==> src/rtl/dq_pkg.sv <==
package dq_pkg;

    localparam int DQ_DEPTH   = 16;
    localparam int CMDQ_DEPTH = 2;
    localparam int VALUE_W    = 32;

    typedef enum logic [2:0] {
        OP_PUSH_FRONT = 3'd0,
        OP_PUSH_BACK  = 3'd1,
        OP_POP_FRONT  = 3'd2,
        OP_POP_BACK   = 3'd3,
        OP_LIST_FWD   = 3'd4,
        OP_LIST_BWD   = 3'd5
    } t_op;

    typedef enum logic [1:0] {
        ST_OK    = 2'd0,
        ST_EMPTY = 2'd1,
        ST_FULL  = 2'd2
    } t_status;

    typedef enum logic {
        BK_IDLE,
        BK_LIST
    } t_back_state;

    typedef struct packed {
        t_op                        op;
        logic signed [VALUE_W-1:0]  value;
    } t_cmd;

    typedef struct packed {
        logic listing;
        logic take;
    } t_back_stat;

endpackage

==> src/rtl/double_ended_queue.sv <==
// Bounded double-ended queue of signed 32-bit values held in a ring of DEPTH
// entries. Raise i_start with i_mode and i_item_value while o_busy is low to
// issue a request. A push or pop gives one result, registered in the back
// end, once taken; requests can be issued every cycle while no listing runs.
// A listing gives one result per stored entry, one per cycle, with o_last on
// the final one; the store has a single read port, so a listing occupies the
// execution side until its final entry while up to QDEPTH further requests
// queue behind it. Results appear for exactly one cycle on o_valid and
// cannot be held off. Modes six and seven are taken and ignored.
module double_ended_queue import dq_pkg::*; #(
    parameter int DEPTH  = DQ_DEPTH,
    parameter int QDEPTH = CMDQ_DEPTH
) (
    input  logic                       i_clk,
    input  logic                       i_rst_n,
    input  logic                       i_start,
    output logic                       o_busy,
    input  logic [2:0]                 i_mode,
    input  logic signed [VALUE_W-1:0]  i_item_value,
    output logic                       o_valid,
    output logic signed [VALUE_W-1:0]  o_out_value,
    output logic [1:0]                 o_status,
    output logic                       o_last
);

    logic       w_cmd_valid;
    t_cmd       w_cmd;
    t_back_stat w_bstat;

    dq_front #(.QDEPTH(QDEPTH)) u_front (
        .i_clk        (i_clk),
        .i_rst_n      (i_rst_n),
        .i_start      (i_start),
        .i_mode       (i_mode),
        .i_item_value (i_item_value),
        .o_busy       (o_busy),
        .o_cmd_valid  (w_cmd_valid),
        .o_cmd        (w_cmd),
        .i_cmd_take   (w_bstat.take)
    );

    dq_back #(.DEPTH(DEPTH)) u_back (
        .i_clk       (i_clk),
        .i_rst_n     (i_rst_n),
        .i_cmd_valid (w_cmd_valid),
        .i_cmd       (w_cmd),
        .o_stat      (w_bstat),
        .o_valid     (o_valid),
        .o_out_value (o_out_value),
        .o_status    (o_status),
        .o_last      (o_last)
    );

    a_no_spurious: assert property (@(posedge i_clk) disable iff (!i_rst_n)
        (!w_cmd_valid && !w_bstat.listing) |=> !o_valid)
        else $error("result without a pending request");

    a_list_cont: assert property (@(posedge i_clk) disable iff (!i_rst_n)
        (o_valid && !o_last) |=> (o_valid && o_status == ST_OK))
        else $error("listing interrupted");

    a_err_single: assert property (@(posedge i_clk) disable iff (!i_rst_n)
        (o_valid && o_status != ST_OK) |-> (o_last && o_out_value == '0))
        else $error("error result not final or carries data");

    a_take_idle: assert property (@(posedge i_clk) disable iff (!i_rst_n)
        w_bstat.take |-> (w_cmd_valid && !w_bstat.listing))
        else $error("request taken while listing or queue empty");

endmodule

==> src/rtl/dq_front.sv <==
module dq_front import dq_pkg::*; #(
    parameter int QDEPTH = CMDQ_DEPTH
) (
    input  logic                       i_clk,
    input  logic                       i_rst_n,
    input  logic                       i_start,
    input  logic [2:0]                 i_mode,
    input  logic signed [VALUE_W-1:0]  i_item_value,
    output logic                       o_busy,
    output logic                       o_cmd_valid,
    output t_cmd                       o_cmd,
    input  logic                       i_cmd_take
);

    localparam int QAW = (QDEPTH > 1) ? $clog2(QDEPTH) : 1;
    localparam int QCW = $clog2(QDEPTH + 1);

    t_cmd             r_q [QDEPTH];
    logic [QAW-1:0]   r_wp, n_wp;
    logic [QAW-1:0]   r_rp, n_rp;
    logic [QCW-1:0]   r_cnt, n_cnt;
    logic             push;
    logic             mode_ok;

    function automatic logic [QAW-1:0] ptr_inc(input logic [QAW-1:0] p);
        return (p == QAW'(QDEPTH - 1)) ? '0 : p + 1'b1;
    endfunction

    // modes six and seven are dropped here: no result, no state change
    assign mode_ok = i_mode inside {OP_PUSH_FRONT, OP_PUSH_BACK, OP_POP_FRONT,
                                    OP_POP_BACK, OP_LIST_FWD, OP_LIST_BWD};

    assign o_busy      = (r_cnt == QCW'(QDEPTH));
    assign push        = i_start && !o_busy && mode_ok;
    assign o_cmd_valid = (r_cnt != '0);
    assign o_cmd       = r_q[r_rp];

    always_comb begin
        n_wp  = push ? ptr_inc(r_wp) : r_wp;
        n_rp  = i_cmd_take ? ptr_inc(r_rp) : r_rp;
        n_cnt = r_cnt + QCW'(push) - QCW'(i_cmd_take);
    end

    always_ff @(posedge i_clk) begin
        if (!i_rst_n) begin
            r_wp  <= '0;
            r_rp  <= '0;
            r_cnt <= '0;
        end else begin
            r_wp  <= n_wp;
            r_rp  <= n_rp;
            r_cnt <= n_cnt;
        end
    end

    always_ff @(posedge i_clk) begin
        if (push) begin
            r_q[r_wp] <= '{op: t_op'(i_mode), value: i_item_value};
        end
    end

endmodule

==> src/rtl/dq_back.sv <==
module dq_back import dq_pkg::*; #(
    parameter int DEPTH = DQ_DEPTH
) (
    input  logic                       i_clk,
    input  logic                       i_rst_n,
    input  logic                       i_cmd_valid,
    input  t_cmd                       i_cmd,
    output t_back_stat                 o_stat,
    output logic                       o_valid,
    output logic signed [VALUE_W-1:0]  o_out_value,
    output logic [1:0]                 o_status,
    output logic                       o_last
);

    localparam int AW = (DEPTH > 1) ? $clog2(DEPTH) : 1;
    localparam int CW = $clog2(DEPTH + 1);

    logic [VALUE_W-1:0] r_mem [DEPTH];
    logic [VALUE_W-1:0] r_rd_data;

    t_back_state        r_state, n_state;
    logic [AW-1:0]      r_front, n_front;
    logic [CW-1:0]      r_count, n_count;
    logic [CW-1:0]      r_idx, n_idx;
    logic               r_bwd, n_bwd;

    logic               r_p_valid, n_p_valid;
    t_status            r_p_status, n_p_status;
    logic               r_p_last, n_p_last;
    logic               r_p_use, n_p_use;

    logic               take;
    logic               we;
    logic [AW-1:0]      wr_addr;
    logic [AW-1:0]      rd_addr;
    logic [CW-1:0]      cnt_m1;
    logic [CW-1:0]      list_off;

    function automatic logic [AW-1:0] slot(input logic [AW-1:0] base,
                                           input logic [AW-1:0] off);
        logic [AW:0] s;
        s = {1'b0, base} + {1'b0, off};
        if (s >= (AW+1)'(DEPTH)) begin
            s = s - (AW+1)'(DEPTH);
        end
        return s[AW-1:0];
    endfunction

    assign take     = i_cmd_valid && (r_state == BK_IDLE);
    assign cnt_m1   = r_count - 1'b1;
    assign list_off = r_bwd ? (cnt_m1 - r_idx) : r_idx;

    assign o_stat = '{listing: (r_state == BK_LIST), take: take};

    always_comb begin
        n_state    = r_state;
        n_front    = r_front;
        n_count    = r_count;
        n_idx      = r_idx;
        n_bwd      = r_bwd;
        n_p_valid  = 1'b0;
        n_p_status = ST_OK;
        n_p_last   = 1'b1;
        n_p_use    = 1'b0;
        we         = 1'b0;
        wr_addr    = r_front;
        rd_addr    = r_front;

        case (r_state)
            BK_IDLE: begin
                if (take) begin
                    n_p_valid = 1'b1;
                    case (i_cmd.op)
                        OP_PUSH_FRONT, OP_PUSH_BACK: begin
                            if (r_count == CW'(DEPTH)) begin
                                n_p_status = ST_FULL;
                            end else begin
                                we      = 1'b1;
                                n_count = r_count + 1'b1;
                                if (i_cmd.op == OP_PUSH_FRONT) begin
                                    n_front = (r_front == '0) ? AW'(DEPTH - 1)
                                                              : r_front - 1'b1;
                                    wr_addr = n_front;
                                end else begin
                                    wr_addr = slot(r_front, r_count[AW-1:0]);
                                end
                            end
                        end
                        OP_POP_FRONT, OP_POP_BACK: begin
                            if (r_count == '0) begin
                                n_p_status = ST_EMPTY;
                            end else begin
                                n_p_use = 1'b1;
                                n_count = cnt_m1;
                                if (i_cmd.op == OP_POP_FRONT) begin
                                    rd_addr = r_front;
                                    n_front = slot(r_front, AW'(1));
                                end else begin
                                    rd_addr = slot(r_front, cnt_m1[AW-1:0]);
                                end
                            end
                        end
                        OP_LIST_FWD, OP_LIST_BWD: begin
                            if (r_count == '0) begin
                                n_p_status = ST_EMPTY;
                            end else begin
                                n_p_use = 1'b1;
                                n_bwd   = (i_cmd.op == OP_LIST_BWD);
                                rd_addr = n_bwd ? slot(r_front, cnt_m1[AW-1:0])
                                                : r_front;
                                n_p_last = (r_count == CW'(1));
                                if (!n_p_last) begin
                                    n_state = BK_LIST;
                                    n_idx   = CW'(1);
                                end
                            end
                        end
                        default: begin
                            n_p_valid = 1'b0;
                        end
                    endcase
                end
            end
            BK_LIST: begin
                // one entry per cycle through the single read port
                n_p_valid = 1'b1;
                n_p_use   = 1'b1;
                rd_addr   = slot(r_front, list_off[AW-1:0]);
                n_p_last  = (r_idx == cnt_m1);
                if (n_p_last) begin
                    n_state = BK_IDLE;
                end else begin
                    n_idx = r_idx + 1'b1;
                end
            end
            default: begin
                n_state = BK_IDLE;
            end
        endcase
    end

    always_ff @(posedge i_clk) begin
        if (!i_rst_n) begin
            r_state   <= BK_IDLE;
            r_front   <= '0;
            r_count   <= '0;
            r_idx     <= '0;
            r_bwd     <= 1'b0;
            r_p_valid <= 1'b0;
        end else begin
            r_state   <= n_state;
            r_front   <= n_front;
            r_count   <= n_count;
            r_idx     <= n_idx;
            r_bwd     <= n_bwd;
            r_p_valid <= n_p_valid;
        end
    end

    always_ff @(posedge i_clk) begin
        r_p_status <= n_p_status;
        r_p_last   <= n_p_last;
        r_p_use    <= n_p_use;
    end

    always_ff @(posedge i_clk) begin
        if (we) begin
            r_mem[wr_addr] <= i_cmd.value;
        end
        r_rd_data <= r_mem[rd_addr];
    end

    assign o_valid     = r_p_valid;
    assign o_out_value = r_p_use ? r_rd_data : '0;
    assign o_status    = r_p_status;
    assign o_last      = r_p_last;

endmodule
==> config.mk <==
export PLATFORM = sky130hd
export DESIGN_NAME = double_ended_queue
export DESIGN_NICKNAME = d
export VERILOG_FILES = /design/src/rtl/dq_pkg.sv /design/src/rtl/double_ended_queue.sv /design/src/rtl/dq_front.sv /design/src/rtl/dq_back.sv
export SDC_FILE = /design/constraint.sdc
export NUM_CORES = 1
export LEC_CHECK = 0
export BUFFER_PORTS_ARGS = -buffer_cell sky130_fd_sc_hd__clkbuf_2
export CORE_MARGIN = 2
export CORE_UTILIZATION = 45
export CTS_BUF_LIST = sky130_fd_sc_hd__clkbuf_16
export DETAILED_ROUTE_END_ITERATION = 12
export SYNTH_ARGS = -nofsm -noshare
export SYNTH_HDL_FRONTEND = slang
export SYNTH_SLANG_ARGS = --single-unit
==> constraint.sdc <==
create_clock -name i_clk -period 5.35 [get_ports i_clk]
set_input_delay 0.2675 -clock i_clk [delete_from_list [all_inputs] [get_ports i_clk]]
set_output_delay 0.2675 -clock i_clk [all_outputs]
set_load 0.05 [all_outputs]
==> reports/results.txt <==
status - complete, no violations
P_leak - 9.92 nW
Yosys reg bits - 640
first-pass GRT wire length - 85.9 mm
Max FO, Critical Path - 17
post-DP HPWL - 31.1 mm
sequential share of the synthesized area - 72.6%
Largest stage delay, worst path - 0.61 ns
Post-Route Setup TNS - 0 ns
# DRC - 0
Synth warnings - 0
# fillers - 4,741
RSZ-0062 raised after global routing - false
CORE AREA - 56,400 sq um
GP Congestion - 0.793
Design Power - 14.3 mW
critical path's slowest cell - nand2_1
clock latency on the worst-skew pair - 0.63 ns
Critical Path End Type - flop
Mapped Avg Cell Area - 15.6 sq um
syn_nets - 1,704
DRT antenna net count - 0
layout cells sized above 1 - 14.1%
Starting DRT DRC Count - 1,201
Chip Height - 243 um
GRT overflow - 0
drt wl/cell - 21.9 um
Cell Chain, Critical Path - inv_1, ha_1, fa_1, a21oi_1, ha_1, a21o_1, a21oi_1, xnor2_1, o32a_1, a211oi_2, nand2_1, buf_4, o221ai_1
Area Overhead vs Synth - 13.9%
pwr dens - 488 nW/um^2
IO Count - 75
n_diodes - 0
Post-Syn Area - 25,700 sq um
total CTS buffers - 61
Worst Max-Slew Pin Slew - 1.06 ns
final worst slack - 0.744 ns
Worst EP required - 5.87 ns
f_max - 217 MHz
Total GRT Usage - 19.0%
Netlist cell types - 60
Worst Path Arrival - 5.13 ns
Final Hold Viols - 0
post_cts resized - 0
CTS clk-pin slew, worst paths - 0.06 ns
ys flop type - edfxtp_1
hold crit path type - in2reg
Worst slew margin - 29.0%
die area - 59,000 sq um
DR vias - 14,100
Root Buffer - clkbuf_16
CTS Hold Bufs - 35
I/O Buffers - 74
Max-Cap Viols - 0
Post-CTS Repair Setup Buffers - 0
final period utilization - 86.1%
number of global-route vias before repair - 14,100
post-synthesis cell count - 1,641
initial antenna violation count - 0
Avg Vias per Cell - 5.49
clk sinks - 640
clock buffer depth - 3
pre-CTS setup slack - 0.756 ns
EDFF count, synth - 582
post-layout min period - 4.61 ns
Setup Viol. Count Final - 0
H-tree depth - 2
Rows - 87
CTS tree - done
Post-Route WL - 56.2 mm
Initial Utilization - 45.5%
Startpoint Class - flop
critical path class - reg2reg
Final Max Slew Viols - 0
Setup Skew - 0.0226 ns
Die X - 243 um
ys async rst share - 0%
Peak VDD IR - 386 uV
nets - 1,821
drt pass-1 iters - 5
largest net degree at the start of global routing - 107
worst max-delay path: cells and delay by family, from the launching register on:
family | cells | cell delay [ns]
buffers and inverters | 2 | 0.66
flip-flops | 1 | 0.52
adder cells (fa/ha/maj) | 3 | 1.14
AO/OA/AOI/OAI | 6 | 1.45
AND/OR/NAND/NOR | 1 | 0.61
XOR/XNOR | 1 | 0.14
layer usage:
metal,vias up,wire (um),global-route usage (%)
met1,7164,25000,26.0
li1,6525,-,-
met2,320,27700,32.2
met5,-,0,0
met4,0,930,4.15
met3,66,2480,3.13
layout by cell type (no fill, tap or decap), types with 4 or more instances in the layout:
cell and count:
a21oi_1 78, a22oi_1 33, a32o_1 62, and2_1 45
and3_1 8, buf_12 14, buf_4 24, clkbuf_16 62
clkbuf_2 74, clkinv_1 16, clkinv_2 5, dfxtp_1 57
dlygate4sd3_1 35, edfxtp_1 582, fa_1 4, ha_1 21
inv_1 45, mux2_2 35, mux2i_1 190, nand2_1 230
nand3_1 10, nand4_1 7, nor2_1 18, nor2_4 19
o21ai_0 14, o221ai_1 31, xnor2_1 18, xor2_1 7
per-stage QoR:
step	std cells	utilization [%]	hold WS (ns)	instance area, sq um
finish	2566	51.8	0.137	29200
global route	2566	51.8	0.144	29200
CTS	2566	51.8	0.108	29200
detailed placement	2416	48.0	0.461	27100
global placement	2416	48.0	0.458	27100
floorplan	1641	-	0.366	25700
registers in the layout (all words and copies together), names as in the netlist, named ones only:
| signal | flops |
|---|---|
| u_back.o_status | 2 |
| u_back.r_idx | 5 |
| u_front.r_wp | 1 |
| u_front.r_rp | 1 |
| u_back.r_p_use | 1 |
| u_front.r_q | 70 |
| u_back.r_front | 4 |
| u_back.r_state | 1 |
| u_back.o_last | 1 |
| u_back.r_bwd | 1 |
| u_back.o_valid | 1 |
| u_back.r_mem | 512 |
| u_back.r_rd_data | 32 |
| u_front.r_cnt | 2 |
| u_back.r_count | 5 |
cell type report:
cell class                 instances  area (sq um)  area share [%]
sequential                       640         18600            63.8
multi-input combinational        891          6590            22.5
clock buffer                      62          1550            5.31
timing repair buffer             147          1180            4.04
tap                              756           946            3.24
clock inverter                    53           264           0.903
inverter                          17          63.8           0.218
report_power, final:
part | switching, mW | internal, mW | leakage [nW]
logic | 2.54 | 1.49 | 3.20
clock network | 1.78 | 2.13 | 0.989
registers | 0.205 | 6.11 | 5.73
Yosys cell counts (4+ instances only):
cell      count  area share [%]
a21oi_1      78             1.5
a22oi_1      33            0.97
a32o_1       62             2.4
and2_1       46             1.1
and3_1        8            0.20
buf_1         5           0.073
buf_2        41            0.80
buf_4        24            0.70
buf_6         5            0.22
clkbuf_1     18            0.26
dfxtp_1      58             4.5
edfxtp_1    582              68
fa_1          4            0.31
ha_1         21             1.0
inv_1        17            0.25
mux2_2       35             1.5
mux2i_1     190             7.4
nand2_1     230             3.4
nand3_1      10            0.20
nand4_1       7            0.17
nor2_1       36            0.53
o21ai_0      14            0.27
o221ai_1     31             1.1
xnor2_1      18            0.61
xor2_1        7            0.24
final timing paths:
check	to	from	slack, ns	cells after the start
setup / recovery	u_back.r_rd_data[12]	u_back.r_count[0]	0.74	13
hold / removal	u_back.r_idx[0]	i_rst_n	0.14	2
setup reg to reg	u_back.r_rd_data[12]	u_back.r_count[0]	0.74	13
hold reg to reg	u_back.r_idx[4]	u_back.r_idx[4]	0.55	2
kinds of logic after synthesis:
group | share of synthesized area (%)
xor gates and xnor gates | 0.917
adders and majority gates | 1.34
and+or+nand+nor | 6.35
DFF | 72.6
buffers and inverters | 2.31
muxes | 9.05
AOI/OAI and AO/OA | 7.41
(Power assumes the default switching activity.)
